### src/rtl/core/ata_tf_pkg.sv
`timescale 1ns / 1ps
package ata_tf_pkg;

    // APB address width: eight 32-bit registers
    localparam int AddrW = 5;

    // register indexes (paddr[4:2])
    localparam logic [2:0] RegPriCmd  = 3'd0;
    localparam logic [2:0] RegPriCtl  = 3'd1;
    localparam logic [2:0] RegSecCmd  = 3'd2;
    localparam logic [2:0] RegSecCtl  = 3'd3;
    localparam logic [2:0] RegPriMask = 3'd4;
    localparam logic [2:0] RegSecMask = 3'd5;
    localparam logic [2:0] RegLba48   = 3'd6;
    localparam logic [2:0] RegLba28   = 3'd7;

    // register reset values
    localparam logic [15:0] RstPriCmd = 16'h01F0;
    localparam logic [15:0] RstPriCtl = 16'h03F4;
    localparam logic [15:0] RstSecCmd = 16'h0170;
    localparam logic [15:0] RstSecCtl = 16'h0374;

    // taskfile register offsets from the command block base
    localparam logic [15:0] OffCount = 16'd2;
    localparam logic [15:0] OffLba0  = 16'd3;
    localparam logic [15:0] OffLba1  = 16'd4;
    localparam logic [15:0] OffLba2  = 16'd5;
    localparam logic [15:0] OffSel   = 16'd6;
    localparam logic [15:0] OffCmd   = 16'd7;
    // device control register offset from the control block base
    localparam logic [15:0] OffCtl   = 16'd2;

    // byte values
    localparam logic [7:0] DevSelChs  = 8'hA0;
    localparam logic [7:0] DevSelLba  = 8'hE0;
    localparam logic [7:0] CtlHob     = 8'h80;
    localparam logic [7:0] OpRead     = 8'h20;
    localparam logic [7:0] OpReadExt  = 8'h24;
    localparam logic [7:0] OpWrite    = 8'h30;
    localparam logic [7:0] OpWriteExt = 8'h34;

    // CHS geometry: 63 sectors per track
    localparam logic [6:0]  SecPerTrack = 7'd63;
    // inverse of 63 modulo 2^20, for exact division of lba - rem
    localparam logic [19:0] Inv63       = 20'd782271;

    typedef enum logic [1:0] {
        MODE_CHS   = 2'd0,
        MODE_LBA28 = 2'd1,
        MODE_LBA48 = 2'd2
    } t_mode;

    // write run; LBA28/CHS skip the high-order block
    typedef enum logic [4:0] {
        ST_SEL    = 5'd0,
        ST_H0_ON  = 5'd1,
        ST_H0_WR  = 5'd2,
        ST_H0_OFF = 5'd3,
        ST_H1_ON  = 5'd4,
        ST_H1_WR  = 5'd5,
        ST_H1_OFF = 5'd6,
        ST_H2_ON  = 5'd7,
        ST_H2_WR  = 5'd8,
        ST_H2_OFF = 5'd9,
        ST_H3_ON  = 5'd10,
        ST_H3_WR  = 5'd11,
        ST_H3_OFF = 5'd12,
        ST_COUNT  = 5'd13,
        ST_LBA0   = 5'd14,
        ST_LBA1   = 5'd15,
        ST_LBA2   = 5'd16,
        ST_CMD    = 5'd17
    } t_step;

    // one request as it moves down the address pipeline
    typedef struct packed {
        logic        ch;
        logic        sl;
        logic [31:0] lba;
        logic [7:0]  count;
        logic        wr;
        t_mode       mode;
        logic [8:0]  dsum;   // sum of 6-bit digits of the 48-bit lba
        logic [5:0]  rem;    // lba mod 63
        logic [19:0] track;  // lba - rem in stage 2, low track bits after stage 3
    } t_item;

endpackage

### src/rtl/core/ata_tf_addr.sv
`timescale 1ns / 1ps
module ata_tf_addr (
    input  logic                i_clk,
    input  logic                i_rst_n,
    input  logic                i_valid,
    output logic                o_stall,
    input  logic                i_channel,
    input  logic                i_slave,
    input  logic [47:0]         i_block_address,
    input  logic [7:0]          i_sector_count,
    input  logic                i_is_write,
    input  logic [3:0]          i_lba48_drives,
    input  logic [3:0]          i_lba28_drives,
    output logic                o_valid,
    input  logic                i_stall,
    output ata_tf_pkg::t_item   o_item
);

    logic              r_v1, r_v2, r_v3;
    ata_tf_pkg::t_item r_s1, r_s2, r_s3;
    ata_tf_pkg::t_item n_s1, n_s2, n_s3;
    logic              s1_rdy, s2_rdy, s3_rdy;
    logic [1:0]        drive;
    logic [8:0]        dsum;
    logic [6:0]        fold;
    logic [5:0]        rem;
    logic [19:0]       prod;

    // stage readiness, back from the consumer
    assign s3_rdy  = !r_v3 || !i_stall;
    assign s2_rdy  = !r_v2 || s3_rdy;
    assign s1_rdy  = !r_v1 || s2_rdy;
    assign o_stall = !s1_rdy;

    // stage 1: mode decode, digit sum (64 = 1 mod 63)
    always_comb begin
        drive = {i_channel, i_slave};
        dsum  = '0;
        for (int k = 0; k < 8; k++) begin
            dsum = dsum + 9'(i_block_address[6*k +: 6]);
        end
        n_s1       = '0;
        n_s1.ch    = i_channel;
        n_s1.sl    = i_slave;
        n_s1.lba   = i_block_address[31:0];
        n_s1.count = i_sector_count;
        n_s1.wr    = i_is_write;
        n_s1.dsum  = dsum;
        if (i_lba48_drives[drive]) begin
            n_s1.mode = ata_tf_pkg::MODE_LBA48;
        end else if (i_lba28_drives[drive]) begin
            n_s1.mode = ata_tf_pkg::MODE_LBA28;
        end else begin
            n_s1.mode = ata_tf_pkg::MODE_CHS;
        end
    end

    // stage 2: fold digit sum to remainder, form lba - rem
    always_comb begin
        fold = 7'(r_s1.dsum[5:0]) + 7'(r_s1.dsum[8:6]);
        if (fold >= ata_tf_pkg::SecPerTrack) begin
            rem = 6'(fold - ata_tf_pkg::SecPerTrack);
        end else begin
            rem = fold[5:0];
        end
        n_s2       = r_s1;
        n_s2.rem   = rem;
        n_s2.track = r_s1.lba[19:0] - 20'(rem);
    end

    // stage 3: exact divide by 63, low 20 bits are enough
    always_comb begin
        prod       = r_s2.track * ata_tf_pkg::Inv63;
        n_s3       = r_s2;
        n_s3.track = prod;
    end

    // valid bits
    always_ff @(posedge i_clk) begin
        if (!i_rst_n) begin
            r_v1 <= 1'b0;
            r_v2 <= 1'b0;
            r_v3 <= 1'b0;
        end else begin
            if (s1_rdy) r_v1 <= i_valid;
            if (s2_rdy) r_v2 <= r_v1;
            if (s3_rdy) r_v3 <= r_v2;
        end
    end

    // payload
    always_ff @(posedge i_clk) begin
        if (s1_rdy && i_valid) r_s1 <= n_s1;
        if (s2_rdy && r_v1)    r_s2 <= n_s2;
        if (s3_rdy && r_v2)    r_s3 <= n_s3;
    end

    assign o_valid = r_v3;
    assign o_item  = r_s3;

endmodule

### src/rtl/core/ata_taskfile_command_issue_unit.sv
`timescale 1ns / 1ps
// First port write of an item is registered in r_s1, r_s2, r_s3, r_e and then the output register.
// Throughput: one port write per cycle while i_stall is low; an item takes 18 writes in LBA48 mode and
// 6 writes in LBA28/CHS mode, set by the write sequencer issuing one write a cycle.
// The three-stage address pipeline (mod 63, exact divide) overlaps the previous run.
// Reset (synchronous, active low) empties the pipeline and loads register defaults.
module ata_taskfile_command_issue_unit (
    input  logic                         i_clk,
    input  logic                         i_rst_n,
    input  logic                         i_valid,
    output logic                         o_stall,
    input  logic                         i_channel,
    input  logic                         i_slave,
    input  logic [47:0]                  i_block_address,
    input  logic [7:0]                   i_sector_count,
    input  logic                         i_is_write,
    output logic                         o_valid,
    input  logic                         i_stall,
    output logic [15:0]                  o_port_address,
    output logic [7:0]                   o_port_value,
    output logic                         o_last_write,
    input  logic                         psel,
    input  logic                         penable,
    input  logic                         pwrite,
    input  logic [ata_tf_pkg::AddrW-1:0] paddr,
    input  logic [31:0]                  pwdata,
    output logic [31:0]                  prdata,
    output logic                         pready
);

    logic [15:0]       r_pri_cmd, r_pri_ctl, r_sec_cmd, r_sec_ctl;
    logic [7:0]        r_pri_mask, r_sec_mask;
    logic [3:0]        r_lba48, r_lba28;
    logic              cfg_wr;
    logic [2:0]        cfg_idx;

    logic              addr_valid;
    ata_tf_pkg::t_item addr_item;

    logic              r_e_valid;
    ata_tf_pkg::t_item r_e;
    ata_tf_pkg::t_step r_step, n_step;
    logic              e_rdy, e_fire, e_load, out_rdy;

    logic              r_o_valid, r_o_last;
    logic [15:0]       r_o_port;
    logic [7:0]        r_o_value;
    logic [15:0]       n_port;
    logic [7:0]        n_value;
    logic              n_last;

    logic [15:0]       cmd_base, ctl_port;
    logic [7:0]        mask, sel, a0, a1, a2, a3, opcode;
    logic [3:0]        head;

    // configuration port
    assign pready  = 1'b1;
    assign cfg_wr  = psel && penable && pwrite;
    assign cfg_idx = paddr[ata_tf_pkg::AddrW-1:2];

    always_ff @(posedge i_clk) begin
        if (!i_rst_n) begin
            r_pri_cmd  <= ata_tf_pkg::RstPriCmd;
            r_pri_ctl  <= ata_tf_pkg::RstPriCtl;
            r_sec_cmd  <= ata_tf_pkg::RstSecCmd;
            r_sec_ctl  <= ata_tf_pkg::RstSecCtl;
            r_pri_mask <= '0;
            r_sec_mask <= '0;
            r_lba48    <= '0;
            r_lba28    <= '0;
        end else if (cfg_wr) begin
            case (cfg_idx)
                ata_tf_pkg::RegPriCmd:  r_pri_cmd  <= pwdata[15:0];
                ata_tf_pkg::RegPriCtl:  r_pri_ctl  <= pwdata[15:0];
                ata_tf_pkg::RegSecCmd:  r_sec_cmd  <= pwdata[15:0];
                ata_tf_pkg::RegSecCtl:  r_sec_ctl  <= pwdata[15:0];
                ata_tf_pkg::RegPriMask: r_pri_mask <= pwdata[7:0];
                ata_tf_pkg::RegSecMask: r_sec_mask <= pwdata[7:0];
                ata_tf_pkg::RegLba48:   r_lba48    <= pwdata[3:0];
                ata_tf_pkg::RegLba28:   r_lba28    <= pwdata[3:0];
                default: ;
            endcase
        end
    end

    // register read-back
    always_comb begin
        case (cfg_idx)
            ata_tf_pkg::RegPriCmd:  prdata = 32'(r_pri_cmd);
            ata_tf_pkg::RegPriCtl:  prdata = 32'(r_pri_ctl);
            ata_tf_pkg::RegSecCmd:  prdata = 32'(r_sec_cmd);
            ata_tf_pkg::RegSecCtl:  prdata = 32'(r_sec_ctl);
            ata_tf_pkg::RegPriMask: prdata = 32'(r_pri_mask);
            ata_tf_pkg::RegSecMask: prdata = 32'(r_sec_mask);
            ata_tf_pkg::RegLba48:   prdata = 32'(r_lba48);
            ata_tf_pkg::RegLba28:   prdata = 32'(r_lba28);
            default:                prdata = '0;
        endcase
    end

    // address pipeline: mode, lba mod 63, track
    ata_tf_addr u_addr (
        .i_clk           (i_clk),
        .i_rst_n         (i_rst_n),
        .i_valid         (i_valid),
        .o_stall         (o_stall),
        .i_channel       (i_channel),
        .i_slave         (i_slave),
        .i_block_address (i_block_address),
        .i_sector_count  (i_sector_count),
        .i_is_write      (i_is_write),
        .i_lba48_drives  (r_lba48),
        .i_lba28_drives  (r_lba28),
        .o_valid         (addr_valid),
        .i_stall         (!e_rdy),
        .o_item          (addr_item)
    );

    // sequencer handshake
    assign out_rdy = !r_o_valid || !i_stall;
    assign e_fire  = r_e_valid && out_rdy;
    assign e_rdy   = !r_e_valid || (out_rdy && (r_step == ata_tf_pkg::ST_CMD));
    assign e_load  = addr_valid && e_rdy;

    // next step; non-LBA48 runs skip the high-order block
    always_comb begin
        if (r_step == ata_tf_pkg::ST_SEL && r_e.mode != ata_tf_pkg::MODE_LBA48) begin
            n_step = ata_tf_pkg::ST_COUNT;
        end else begin
            n_step = ata_tf_pkg::t_step'(r_step + 5'd1);
        end
    end

    // per-item byte values
    always_comb begin
        cmd_base = r_e.ch ? r_sec_cmd : r_pri_cmd;
        ctl_port = (r_e.ch ? r_sec_ctl : r_pri_ctl) + ata_tf_pkg::OffCtl;
        mask     = r_e.ch ? r_sec_mask : r_pri_mask;
        a3       = r_e.lba[31:24];
        case (r_e.mode)
            ata_tf_pkg::MODE_LBA48: begin
                a0     = r_e.lba[7:0];
                a1     = r_e.lba[15:8];
                a2     = r_e.lba[23:16];
                head   = 4'd0;
                sel    = ata_tf_pkg::DevSelLba;
                opcode = r_e.wr ? ata_tf_pkg::OpWriteExt : ata_tf_pkg::OpReadExt;
            end
            ata_tf_pkg::MODE_LBA28: begin
                a0     = r_e.lba[7:0];
                a1     = r_e.lba[15:8];
                a2     = r_e.lba[23:16];
                head   = r_e.lba[27:24];
                sel    = ata_tf_pkg::DevSelLba;
                opcode = r_e.wr ? ata_tf_pkg::OpWrite : ata_tf_pkg::OpRead;
            end
            default: begin
                // CHS: sector = rem + 1, cylinder = track / 16, head = track % 16
                a0     = 8'(r_e.rem) + 8'd1;
                a1     = r_e.track[11:4];
                a2     = r_e.track[19:12];
                head   = r_e.track[3:0];
                sel    = ata_tf_pkg::DevSelChs;
                opcode = r_e.wr ? ata_tf_pkg::OpWrite : ata_tf_pkg::OpRead;
            end
        endcase
        sel = sel | {3'd0, r_e.sl, head};
    end

    // port write for the current step
    always_comb begin
        n_last = (r_step == ata_tf_pkg::ST_CMD);
        case (r_step)
            ata_tf_pkg::ST_SEL: begin
                n_port = cmd_base + ata_tf_pkg::OffSel;   n_value = sel;
            end
            ata_tf_pkg::ST_H0_ON, ata_tf_pkg::ST_H1_ON,
            ata_tf_pkg::ST_H2_ON, ata_tf_pkg::ST_H3_ON: begin
                n_port = ctl_port;                        n_value = ata_tf_pkg::CtlHob | mask;
            end
            ata_tf_pkg::ST_H0_OFF, ata_tf_pkg::ST_H1_OFF,
            ata_tf_pkg::ST_H2_OFF, ata_tf_pkg::ST_H3_OFF: begin
                n_port = ctl_port;                        n_value = mask;
            end
            ata_tf_pkg::ST_H0_WR: begin
                n_port = cmd_base + ata_tf_pkg::OffCount; n_value = 8'd0;
            end
            ata_tf_pkg::ST_H1_WR: begin
                n_port = cmd_base + ata_tf_pkg::OffLba0;  n_value = a3;
            end
            ata_tf_pkg::ST_H2_WR: begin
                n_port = cmd_base + ata_tf_pkg::OffLba1;  n_value = 8'd0;
            end
            ata_tf_pkg::ST_H3_WR: begin
                n_port = cmd_base + ata_tf_pkg::OffLba2;  n_value = 8'd0;
            end
            ata_tf_pkg::ST_COUNT: begin
                n_port = cmd_base + ata_tf_pkg::OffCount; n_value = r_e.count;
            end
            ata_tf_pkg::ST_LBA0: begin
                n_port = cmd_base + ata_tf_pkg::OffLba0;  n_value = a0;
            end
            ata_tf_pkg::ST_LBA1: begin
                n_port = cmd_base + ata_tf_pkg::OffLba1;  n_value = a1;
            end
            ata_tf_pkg::ST_LBA2: begin
                n_port = cmd_base + ata_tf_pkg::OffLba2;  n_value = a2;
            end
            ata_tf_pkg::ST_CMD: begin
                n_port = cmd_base + ata_tf_pkg::OffCmd;   n_value = opcode;
            end
            default: begin
                n_port = cmd_base;                        n_value = 8'd0;
            end
        endcase
    end

    // sequencer and output register control
    always_ff @(posedge i_clk) begin
        if (!i_rst_n) begin
            r_e_valid <= 1'b0;
            r_step    <= ata_tf_pkg::ST_SEL;
            r_o_valid <= 1'b0;
        end else begin
            if (e_rdy) r_e_valid <= addr_valid;
            if (e_load) begin
                r_step <= ata_tf_pkg::ST_SEL;
            end else if (e_fire) begin
                r_step <= n_step;
            end
            if (out_rdy) r_o_valid <= r_e_valid;
        end
    end

    // sequencer and output payload
    always_ff @(posedge i_clk) begin
        if (e_load) r_e <= addr_item;
        if (e_fire) begin
            r_o_port  <= n_port;
            r_o_value <= n_value;
            r_o_last  <= n_last;
        end
    end

    assign o_valid        = r_o_valid;
    assign o_port_address = r_o_port;
    assign o_port_value   = r_o_value;
    assign o_last_write   = r_o_last;

    // LBA28/CHS runs never visit the high-order block
    a_skip_high: assert property (@(posedge i_clk) disable iff (!i_rst_n)
        (r_e_valid && r_e.mode != ata_tf_pkg::MODE_LBA48) |->
        (r_step == ata_tf_pkg::ST_SEL || r_step >= ata_tf_pkg::ST_COUNT))
        else $error("high-order step in non-LBA48 run");

    // remainder stays below 63
    a_rem_range: assert property (@(posedge i_clk) disable iff (!i_rst_n)
        r_e_valid |-> (r_e.rem < 6'd63))
        else $error("sector remainder out of range");

    // issuing the opcode step marks the output as last
    a_last_mark: assert property (@(posedge i_clk) disable iff (!i_rst_n)
        (e_fire && r_step == ata_tf_pkg::ST_CMD) |=> (r_o_valid && r_o_last))
        else $error("opcode write not marked last");

    // last write always carries an opcode
    a_last_op: assert property (@(posedge i_clk) disable iff (!i_rst_n)
        (r_o_valid && r_o_last) |->
        (r_o_value == ata_tf_pkg::OpRead || r_o_value == ata_tf_pkg::OpWrite ||
         r_o_value == ata_tf_pkg::OpReadExt || r_o_value == ata_tf_pkg::OpWriteExt))
        else $error("last write is not an opcode");

endmodule
### config.mk
export PLATFORM = sky130hd
export DESIGN_NAME = ata_taskfile_command_issue_unit
export DESIGN_NICKNAME = d
export VERILOG_FILES = /design/src/rtl/core/ata_tf_pkg.sv /design/src/rtl/core/ata_tf_addr.sv /design/src/rtl/core/ata_taskfile_command_issue_unit.sv
export SDC_FILE = /design/constraint.sdc
export NUM_CORES = 1
export LEC_CHECK = 0
export ABC_AREA = 1
export BUFFER_PORTS_ARGS = -buffer_cell sky130_fd_sc_hd__buf_2
export CORE_ASPECT_RATIO = 0.7
export CORE_MARGIN = 3
export CORE_UTILIZATION = 50
export DETAILED_ROUTE_END_ITERATION = 12
export GPL_ROUTABILITY_DRIVEN = 0
export PLACE_DENSITY = 0.68
export SYNTH_ARGS = -nofsm -noshare
export SYNTH_HDL_FRONTEND = slang
export SYNTH_SLANG_ARGS = --single-unit
### constraint.sdc
create_clock -name i_clk -period 7.91 [get_ports i_clk]
set_input_delay 1.582 -clock i_clk [delete_from_list [all_inputs] [get_ports i_clk]]
set_output_delay 1.582 -clock i_clk [all_outputs]
set_load 0.005 [all_outputs]
* Word-level counts from Yosys, hierarchy flattened *
Index checks and enable logic that the tools add are counted.

word-level totals
  bits in registers = 390
  input port bits = 103
  output and inout port bits = 60
  logic and storage cells = 160

cells by class
  $add $sub $neg = 19
  multiply operators = 1
  order comparisons = 2
  equality and inequality tests = 27
  muxes and demuxes = 21
  bitwise logic cells = 2
  reduce and logical (&&, ||, !) cells = 40

operators by type and width
  kind                                                                   count
  32-bit one-hot mux with 8 select lines                                 1
  16-bit one-hot mux with 7 select lines                                 1
  8-bit one-hot mux with 9 select lines                                  1
  16-bit by 3-bit adder with 16-bit output, second input constant        4
  9-bit by 6-bit adder with 9-bit output                                 6
  16-bit by 2-bit adder with 16-bit output, second input constant        3
  5-bit by 4-bit equality test with 1-bit output, second input constant  8
  16-bit two-way mux                                                     2
  8-bit two-way mux                                                      4
  5-bit by 3-bit equality test with 1-bit output, second input constant  4
  20-bit by 20-bit multiplier with 20-bit output, second input constant  1
  5-bit two-way mux                                                      4
  20-bit by 6-bit subtractor with 20-bit output                          1
  2-bit AND reduction                                                    8
  3-bit equality test, second input constant                             4
  2-bit OR reduction                                                     6
  5-bit by 2-bit equality test with 1-bit output, second input constant  2
  5-bit equality test, second input constant                             2
  1-bit logical AND                                                      9
  8-bit by 5-bit bitwise OR with 8-bit output                            1
  4-bit one-hot mux with 2 select lines                                  1
  4-bit OR reduction                                                     2
  8-bit OR reduction                                                     1
  6-bit by 1-bit adder with 7-bit output, second input constant          1
  other kinds (21)                                                       35

* Longest topological paths before layout *
Gate-level depths: netlist of run 1.

  word-level depth = 8
  gate-level depth with buffers = 25
  mapped depth without buffers = 25

* Cells and area by module *
From an unflattened synthesis of run 1, not the netlist that was laid out.

second synthesis, totals
  cell total of the unflattened synthesis = 2426
  area, all modules = 23827.9 µm²

by module, submodules not included
  module                           times used  cells an instance  area an instance (µm²)  sequential area each (µm²)
  ata_tf_addr                      1           1085               13382.8                 6486.2
  ata_taskfile_command_issue_unit  1           1341               10445.0                 4784.6

* Least setup slack after synthesis of run 1 *
OpenSTA, ideal clock, no wires.

  kind = input-to-reg
  start = input port i_block_address[0]
  end = register u_addr.r_s1, in the netlist u_addr.n_s2[33] (data pin)
  library setup time = 0.257 ns
  arrival time = 5.782 ns
  data required time = 7.653 ns
  path slack = 1.871 ns
  stages on the path = 21
  path buffers = 0
  cell sequence = ha_1 > inv_1 > fa_1 > nand3b_1 > and2_1 > xor2_1 > inv_1 > fa_1 > inv_1 > fa_1 > fa_1 > fa_1 > inv_1 > ha_1 > a21oi_1 > inv_1 > a31oi_1 > nor2_1 > o21ai_0 > nand2_1 > xor2_1

between the ends
  cells in the longest elaborated chain, start to end = 7

RTL lines
  element                                              RTL line                               source
  start: declaration                                   ata_taskfile_command_issue_unit.sv:14  input logic [47:0] i_block_address,
  6-bit by 6-bit adder with 7-bit output               ata_tf_addr.sv:40                      dsum = dsum + 9'(i_block_address[6*k +: 6]);
  9-bit by 6-bit adder with 9-bit output (6 in a row)  ata_tf_addr.sv:40
  net u_addr.dsum[7]                                   ata_tf_addr.sv:24                      logic [8:0] dsum;
  end signal: assignment                               ata_tf_addr.sv:93                      if (s1_rdy && i_valid) r_s1 <= n_s1;
  end: declaration                                     ata_tf_addr.sv:20                      ata_tf_pkg::t_item r_s1, r_s2, r_s3;

The timed path passes the listed nets, and every way through them passes these cells.
A chain may end at the register's enable or synchronous reset.

==> impl_summary.md, run 1 <==
Routing
In the routed design, unresolved DRC markers number 0. The detailed router put a total of between 20 and 30 mm of wire on met1. The sum of met2 wire segment lengths after detailed routing is approximately 23 mm. The total length of routed met3 wires is roughly 6.3 mm.

The uppermost layer routed is met4. The detailed-route vias per instance is 5.49. The first detailed-routing pass took 7 iterations.

For this block, the via count after detailed routing is approximately 17,000. The remaining antenna violation count after routing is 0. For this block, the routed nets add up to roughly 57 mm of wire. The detailed router finished its first iteration with roughly 1,800 violations.

Dividing the detail-routed wire length by the instance count gives approximately 18 µm.

Critical path
The signal on the critical path passes through inv_1 -> fa_1 -> inv_1 -> fa_1 -> inv_1 -> fa_1 -> inv_1 -> fa_1 -> fa_1 -> fa_1 -> inv_1 -> fa_1 -> inv_1 -> ha_1 -> a21oi_1 -> o21ai_0 -> a21oi_1 -> nand2_1 -> nand4_1 -> nand3_1 -> nand3_1 -> nand2_1. The setup path with the least slack is of type reg2reg. Counting stages on the worst path, the most repeated cell is sky130_fd_sc_hd__fa_1.

The launching element type of the critical path is a flop. The largest individual stage delay along the critical path comes from the cell sky130_fd_sc_hd__fa_1. The type of element capturing the critical path is a flop. Data on the critical path arrives at its endpoint at ~6.5 ns. The maximum fanout count along the critical path is 5. Data on the critical path is required at its endpoint by 8.21 ns. The number of buffers and inverters on the critical path is 6. The largest stage delay on the critical path is approximately 0.59 ns. On the critical path the largest part of the delay comes from adder cells.

Logic synthesis
The fraction of synthesis flops using an asynchronous set or reset pin is 0%. The synthesized area divided by synthesized cell count is roughly 10 µm². The distinct cell type count after synthesis is 53. The number of synthesized flops with an enable pin is between 200 and 300.

The portion of netlist area occupied by mux cells is 0%. The most instantiated flip-flop cell in the synthesis netlist is sky130_fd_sc_hd__edfxtp_1. The post-synthesis register bit count is just under 400.

After synthesis, flip-flops and latches occupy a little under half of the total area. Of the total synthesized cell area, the portion taken by AND, OR, NAND and NOR gates is 14.3%. The share of the synthesized netlist area taken by xor and xnor gates is approximately 2.9%. The area share of fa/ha/maj cells after synthesis is about 18%. The cell area after technology mapping is between 20,000 and 25,000 µm².

The total of warnings raised by yosys is 0. After technology mapping, the gate count stands at around 2,400. The synthesized-area fraction occupied by ao, oa, aoi and oai cells is approximately a tenth. After synthesis, the largest family of logic cells by area is adder cells.

CTS
Buffers inserted during clock tree synthesis total 39. The maximum count of clock buffers along a single path is 3. The clock-pin slew on the worst setup and hold paths is roughly 0.060 ns.

The CTS tree is built. The number of setup buffers added after CTS is 0. For the worst-skew pair, the clock arrives at the later sink with an insertion delay of 0.55 ns. The cell chosen for the clock root is sky130_fd_sc_hd__clkbuf_16. The cts-stage hold buffer count is 0. The clock net in this run drives a total of between 300 and 400 sinks. The number of gates resized after CTS is 0. The H-tree was split into 2 levels.

Finish
The library cell used most frequently in the layout, excluding fill and tap cells, is sky130_fd_sc_hd__nand2_1. Excluding fillers, the count of instances in the completed layout stands at 3,126. The footprint of the multi-input gates is 10,400 µm². After filler insertion, the fill cell instance count of the layout stands at about 3,900. The final antenna diode count is 0.

The share of cells above drive strength 1 is 10.1%. After the last flow step, the layout net total stands at ~2,800. The area growth from synthesis to layout is 11.0%.

Across the whole layout, storage elements account for ~11,000 µm². The final cell area excluding filler cells is 25,500 µm². Leaving out fill and tap cells, the most frequent cells in the layout are sky130_fd_sc_hd__nand2_1 (409), sky130_fd_sc_hd__inv_1 (401), sky130_fd_sc_hd__edfxtp_1 (292).

Die
The die span in y is approximately 190 µm. The floorplan die width is between 200 and 300 µm. For this design the top-level I/O count stands at between 150 and 200. The die covers 48,600 µm². The floorplan has 65 rows.

The total core area is approximately 45,000 µm². The initial core utilization is about half.

Flow run
The max capacitance violation total is 0.

Status
The flow ran to the end, and the final reports show no timing, DRC or antenna violations.

Global routing
Global routing consumed, over all layers together, between 20% and 30% of the routing resources. The largest net degree at the start of global routing is 87. The initial antenna violation count is 0.

The first global-routing pass estimated about 90 mm of wire. The total overflow left after global routing is 0. The via count of the first global-routing pass came to approximately 17,000.

STA
Setup repair after global routing left no endpoint under its margin. The final setup violation count is 0. The max-slew violation count was 0. The tightest hold path in the finished design has a slack of ~0.41 ns.

The post-route fraction of the period consumed by the critical path is 78.8%. Derived from the worst setup path, the maximum achievable clock frequency is about 0.16 GHz. The clock skew after layout is between 0.03 and 0.04 ns. For the pin with the worst max-slew slack, the measured transition is approximately 1.3 ns. In this run the tightest slew margin relative to its limit is 15.6%.

The worst path needs ~6.2 ns of the cycle, external delays included. The final number of hold-violating endpoints was 0. The total negative setup slack is 0 ns.

Min path
The worst hold-check path type is reg2reg.

Placement
The number of placed instances with taps included is 3,057. The placed instances occupy a cell area of ~24,000 µm². The quantity of I/O buffers inserted on ports is about 130. The total half-perimeter wirelength after legalization and detailed placement is 43.5 mm.
path summary, 6_finish.rpt:
| path | from | end | slack, ns | cells after the start |
|---|---|---|---|---|
| worst min register to register | u_addr.n_s3[24]$_DFFE_PP_ | u_addr.o_item[24]$_DFFE_PP_ | 0.41 | 0 |
| worst max-delay path | u_addr.r_s2[10]$_DFFE_PP_ | u_addr.o_item[19]$_DFFE_PP_ | 1.68 | 22 |
| worst max register to register | u_addr.r_s2[10]$_DFFE_PP_ | u_addr.o_item[19]$_DFFE_PP_ | 1.68 | 22 |
| worst min-delay path | u_addr.n_s3[24]$_DFFE_PP_ | u_addr.o_item[24]$_DFFE_PP_ | 0.41 | 0 |
worst register-to-register path: cells and delay by family (launching register included):
kind                     cells  cell delay [ns]
flip-flops                   1             0.48
adder cells (fa/ha/maj)      8             3.95
buffers and inverters        6             0.49
AO/OA/AOI/OAI                3             0.41
AND/OR/NAND/NOR              5             0.64
sequential cells by signal (all words and copies together), names as in the netlist, 8 cells and up:
register,flops
o_port_address,16
r_sec_ctl,16
r_pri_cmd,16
a3,8
u_addr.r_s2,20
u_addr.n_s2,54
u_addr.o_item,71
o_port_value,8
u_addr.n_s3,51
r_pri_mask,8
r_sec_mask,8
r_pri_ctl,16
r_e,63
r_sec_cmd,16
cell usage after synthesis (11+ instances only):
library cell,count,share of area [%]
sky130_fd_sc_hd__nand2_1,409,6.7
sky130_fd_sc_hd__buf_4,21,0.69
sky130_fd_sc_hd__o22ai_1,11,0.30
sky130_fd_sc_hd__a21oi_1,105,2.3
sky130_fd_sc_hd__o2111ai_1,16,0.61
sky130_fd_sc_hd__o21ai_1,12,0.26
sky130_fd_sc_hd__ha_1,121,6.6
sky130_fd_sc_hd__xor2_1,47,1.8
sky130_fd_sc_hd__nor2_2,12,0.33
sky130_fd_sc_hd__nor2_1,178,2.9
sky130_fd_sc_hd__o211ai_1,34,1.1
sky130_fd_sc_hd__nand4_1,22,0.60
sky130_fd_sc_hd__dfxtp_1,98,8.5
sky130_fd_sc_hd__edfxtp_1,292,38
sky130_fd_sc_hd__fa_1,129,11
sky130_fd_sc_hd__inv_1,403,6.6
sky130_fd_sc_hd__nand3_1,113,2.5
sky130_fd_sc_hd__clkbuf_1,32,0.52
sky130_fd_sc_hd__xnor2_1,28,1.1
sky130_fd_sc_hd__o21ai_0,148,3.2
per-stage QoR:
step | setup WS, ns | utilization [%]
6_report | 1.68 | 56.3
5_1_grt | 1.32 | 56.3
4_1_cts | 1.68 | 56.3
3_5_place_dp | 1.38 | 53.5
3_3_place_gp | 1.40 | 53.5
2_1_floorplan | 1.87 | -
cell type report:
cell class	count	area share, %
clock buffer	46	4.10
clock inverter	23	0.943
inverter	416	6.13
multi-input combinational	1507	40.8
sequential	390	42.1
tap	603	2.96
timing repair buffer	141	2.91
metal layers:
layer | global-route usage [%] | up-vias
li1 | - | 8050
met1 | 36.3 | 8117
met2 | 33.1 | 874
met3 | 6.08 | 114
met4 | 6.37 | 0
met5 | 0 | -
kinds of logic after synthesis:
| logic type | count (synthesis) |
|---|---|
| AOI/OAI and AO/OA | 389 |
| adders and majority gates | 250 |
| xor gates and xnor gates | 75 |
| and+or+nand+nor | 776 |
| buffers and inverters | 477 |
| other | 2 |
| DFF | 390 |
Power of run 1 is not shown: default switching activity piles up to over one toggle a cycle in this logic, so the estimate is an artifact.
==> run 2: changes to the inputs <==
clock period = 6 ns   (was 7.91 ns; I/O delays follow)
==> run 2 against run 1 <==
  * Critical path depth increased by 1
  * Global-route usage up 0.33 points
  * Die area did not move
  * Critical path type unchanged
==> impl_summary.md, run 2 (synthesis gave the netlist of run 1 again) <==
Status
The run finished with clean final reports.

Critical path
STA classifies the critical path startpoint as a flop. The worst endpoint data arrival time is 6.11 ns (-0.42 ns). The type of the setup path with the least slack is reg2reg. The type of element capturing the critical path is a flop.

The data required time at the worst endpoint is 6.31 ns (-1.90 ns). The launch point of the worst path is u_addr.r_s2[9]$_DFFE_PP_. The worst register-to-register path begins at u_addr.r_s2[9]$_DFFE_PP_. The maximum fanout count along the critical path is 5 (unchanged).

STA
The time the worst path needs with I/O delays and setup is 5.80 ns (-0.427 ns). The smallest setup slack after layout is 0.196 ns (-1.48 ns). The actual slew at the worst max-slew pin is 1.33 ns (+0.0788 ns). The final number of hold-violating endpoints was 0 (unchanged). The post-route fraction of the period consumed by the critical path is 96.7% (+18 points). The clock skew after layout is 0.0327 ns (+0.00119 ns). The remaining max-slew budget at the tightest pin is 10.3% (-5.3 points). The final setup violation count is 0 (unchanged). The maximum frequency from static timing analysis was 0.172 GHz (+7.4%). The max-slew violation count was 0 (unchanged). The total negative setup slack is 0 ns (unchanged).

Routing
The length of the first detailed-routing pass in iterations is 5 (-2). The remaining antenna violation count after routing is 0 (unchanged). The detailed-route vias per instance was 5.46 (-0.50%). The violation count after the first detailed-route iteration is 1,926 (+4.3%). The post-route DRC violation count was 0 (unchanged). The per-cell routed wire length came to 18.4 µm (+1.1%). The total number of vias came to 17,300 (+0.58%). The final wirelength was 58.2 mm (+2.2%).

Global routing
The via count of the first global-routing pass was 16,500 (-0.38%). The largest net degree at the start of global routing is 56 (-36%). The sum of overflow across all layers after global routing is 0 (unchanged). The most heavily used metal layer in global routing is met1.

The met3 capacity usage during global routing is 4.96% (-1.1 points). The initial antenna violation count is 0 (unchanged). The overall fraction of global-route tracks in use came to 24.0% (+0.33 points).

The met2 layer usage reported by global route is 34.8% (+1.7 points). The met1 track demand over resource is 37.2% (+0.90 points). The wire length of the first global-routing pass was 89.9 mm (+1.1%).

Finish
The share of cells above drive strength 1 came to 12.0% (+1.9 points). The growth of design area from synthesis to finish is 12.6%. The library cell used most frequently in the layout, excluding fill and tap cells, is sky130_fd_sc_hd__nand2_1. The number of nets at the end of the flow was 2,879 (+1.1%).

In the layout the commonest cells are sky130_fd_sc_hd__nand2_1 (409), sky130_fd_sc_hd__inv_1 (398), sky130_fd_sc_hd__edfxtp_1 (292). The final cell area excluding filler cells is 25,800 µm² (+1.4%). The number of flip-flops under the largest register name was 71 (unchanged). The final antenna diode count is 0 (unchanged).

Min path
The critical hold path startpoint is u_addr.n_s2[74]$_DFFE_PP_. In this run the worst hold path is classified as reg2reg.

Die
The number of top-level pins is 163 (unchanged). The total core area was 45,200 µm² (unchanged). The die span in y was 185 µm (unchanged). The die outline area was 48,600 µm² (unchanged). The initial core utilization is 50.8% (unchanged). The number of core rows is 65 (unchanged). The floorplan die width is 262 µm (unchanged).

CTS
The maximum count of clock buffers along a single path is 3 (unchanged). The level count of the clock H-tree is 2 (unchanged). The number of clock buffers inserted by TritonCTS is 39 (unchanged). The number of sinks on the clock net came to 390 (unchanged). The latest clock arrival within the worst-skew pair came to 0.55 ns (about the same). In this run the clock root is driven by a sky130_fd_sc_hd__clkbuf_16.

TritonCTS built the clock tree. The clock-pin slew on the worst setup and hold paths came to 0.06 ns (about the same).

Flow run
The max capacitance violation total is 0 (unchanged).

Placement
The total cell area at the placement stage is 24,400 µm² (+0.84%). The quantity of I/O buffers inserted on ports was 127 (unchanged). The worst slack at placement is 0.0175 ns (-1.36 ns). The total half-perimeter wirelength after legalization and detailed placement was 44.3 mm (+2.0%).
==> run 2: per-stage QoR <==
stage               util, %  std cells  hold WS [ns]
floorplan                 -       2374         0.400
detailed placement     53.9       3084         0.405
global route           57.1       3160         0.415
global placement       53.9       3084         0.401
finish                 57.1       3160         0.410
CTS                    56.9       3156         0.412
==> run 2: worst max-delay path: stages, from the launching register on <==
cell                       delay [ns]
sky130_fd_sc_hd__edfxtp_1        0.51
sky130_fd_sc_hd__buf_4           0.19
sky130_fd_sc_hd__fa_1            0.54
sky130_fd_sc_hd__ha_4            0.22
sky130_fd_sc_hd__xnor2_1         0.14
sky130_fd_sc_hd__fa_1            0.51
sky130_fd_sc_hd__inv_1           0.05
sky130_fd_sc_hd__fa_1            0.50
sky130_fd_sc_hd__inv_1           0.05
sky130_fd_sc_hd__fa_1            0.47
sky130_fd_sc_hd__inv_1           0.05
sky130_fd_sc_hd__fa_1            0.52
sky130_fd_sc_hd__inv_1           0.05
sky130_fd_sc_hd__fa_1            0.50
sky130_fd_sc_hd__inv_1           0.06
sky130_fd_sc_hd__ha_4            0.26
sky130_fd_sc_hd__a21oi_2         0.17
sky130_fd_sc_hd__o21ai_0         0.09
sky130_fd_sc_hd__a21oi_1         0.14
sky130_fd_sc_hd__nand2_1         0.11
sky130_fd_sc_hd__nand4_1         0.10
sky130_fd_sc_hd__nand3_2         0.15
sky130_fd_sc_hd__nand3_2         0.12
sky130_fd_sc_hd__nand2_1         0.06
==> run 2: timing repair <==
item / CTS / global route
setup endpoints to repair: 0 / 6
gates resized for setup: 0 / 17
buffers inserted: 0 / 4
endpoints found under the hold margin: 0 / 0
hold buffers: 0 / 0
==> run 2: routing by layer <==
metal | routed length (µm) | part of all wire, %
met5 | 0 | 0
met4 | 1040 | 1.8
met3 | 5940 | 10
met2 | 24100 | 41
met1 | 27100 | 47
==> run 2: cell type report <==
type	count	area (µm²)
clock inverter	24	310
tap	603	754
timing repair buffer	172	973
clock buffer	48	1030
inverter	416	1560
multi-input combinational	1507	10500
sequential	390	10700
fill	3864	19400
==> run 2: final timing paths <==
| path | slack, ns | cells past startpoint | end |
|---|---|---|---|
| worst max-delay path | 0.20 | 23 | u_addr.o_item[19]$_DFFE_PP_ |
| worst min-delay path | 0.41 | 0 | u_addr.n_s3[74]$_DFFE_PP_ |
| worst max register to register | 0.20 | 23 | u_addr.o_item[19]$_DFFE_PP_ |
| worst min register to register | 0.41 | 0 | u_addr.n_s3[74]$_DFFE_PP_ |
Power of run 2 is left out for the same reason.
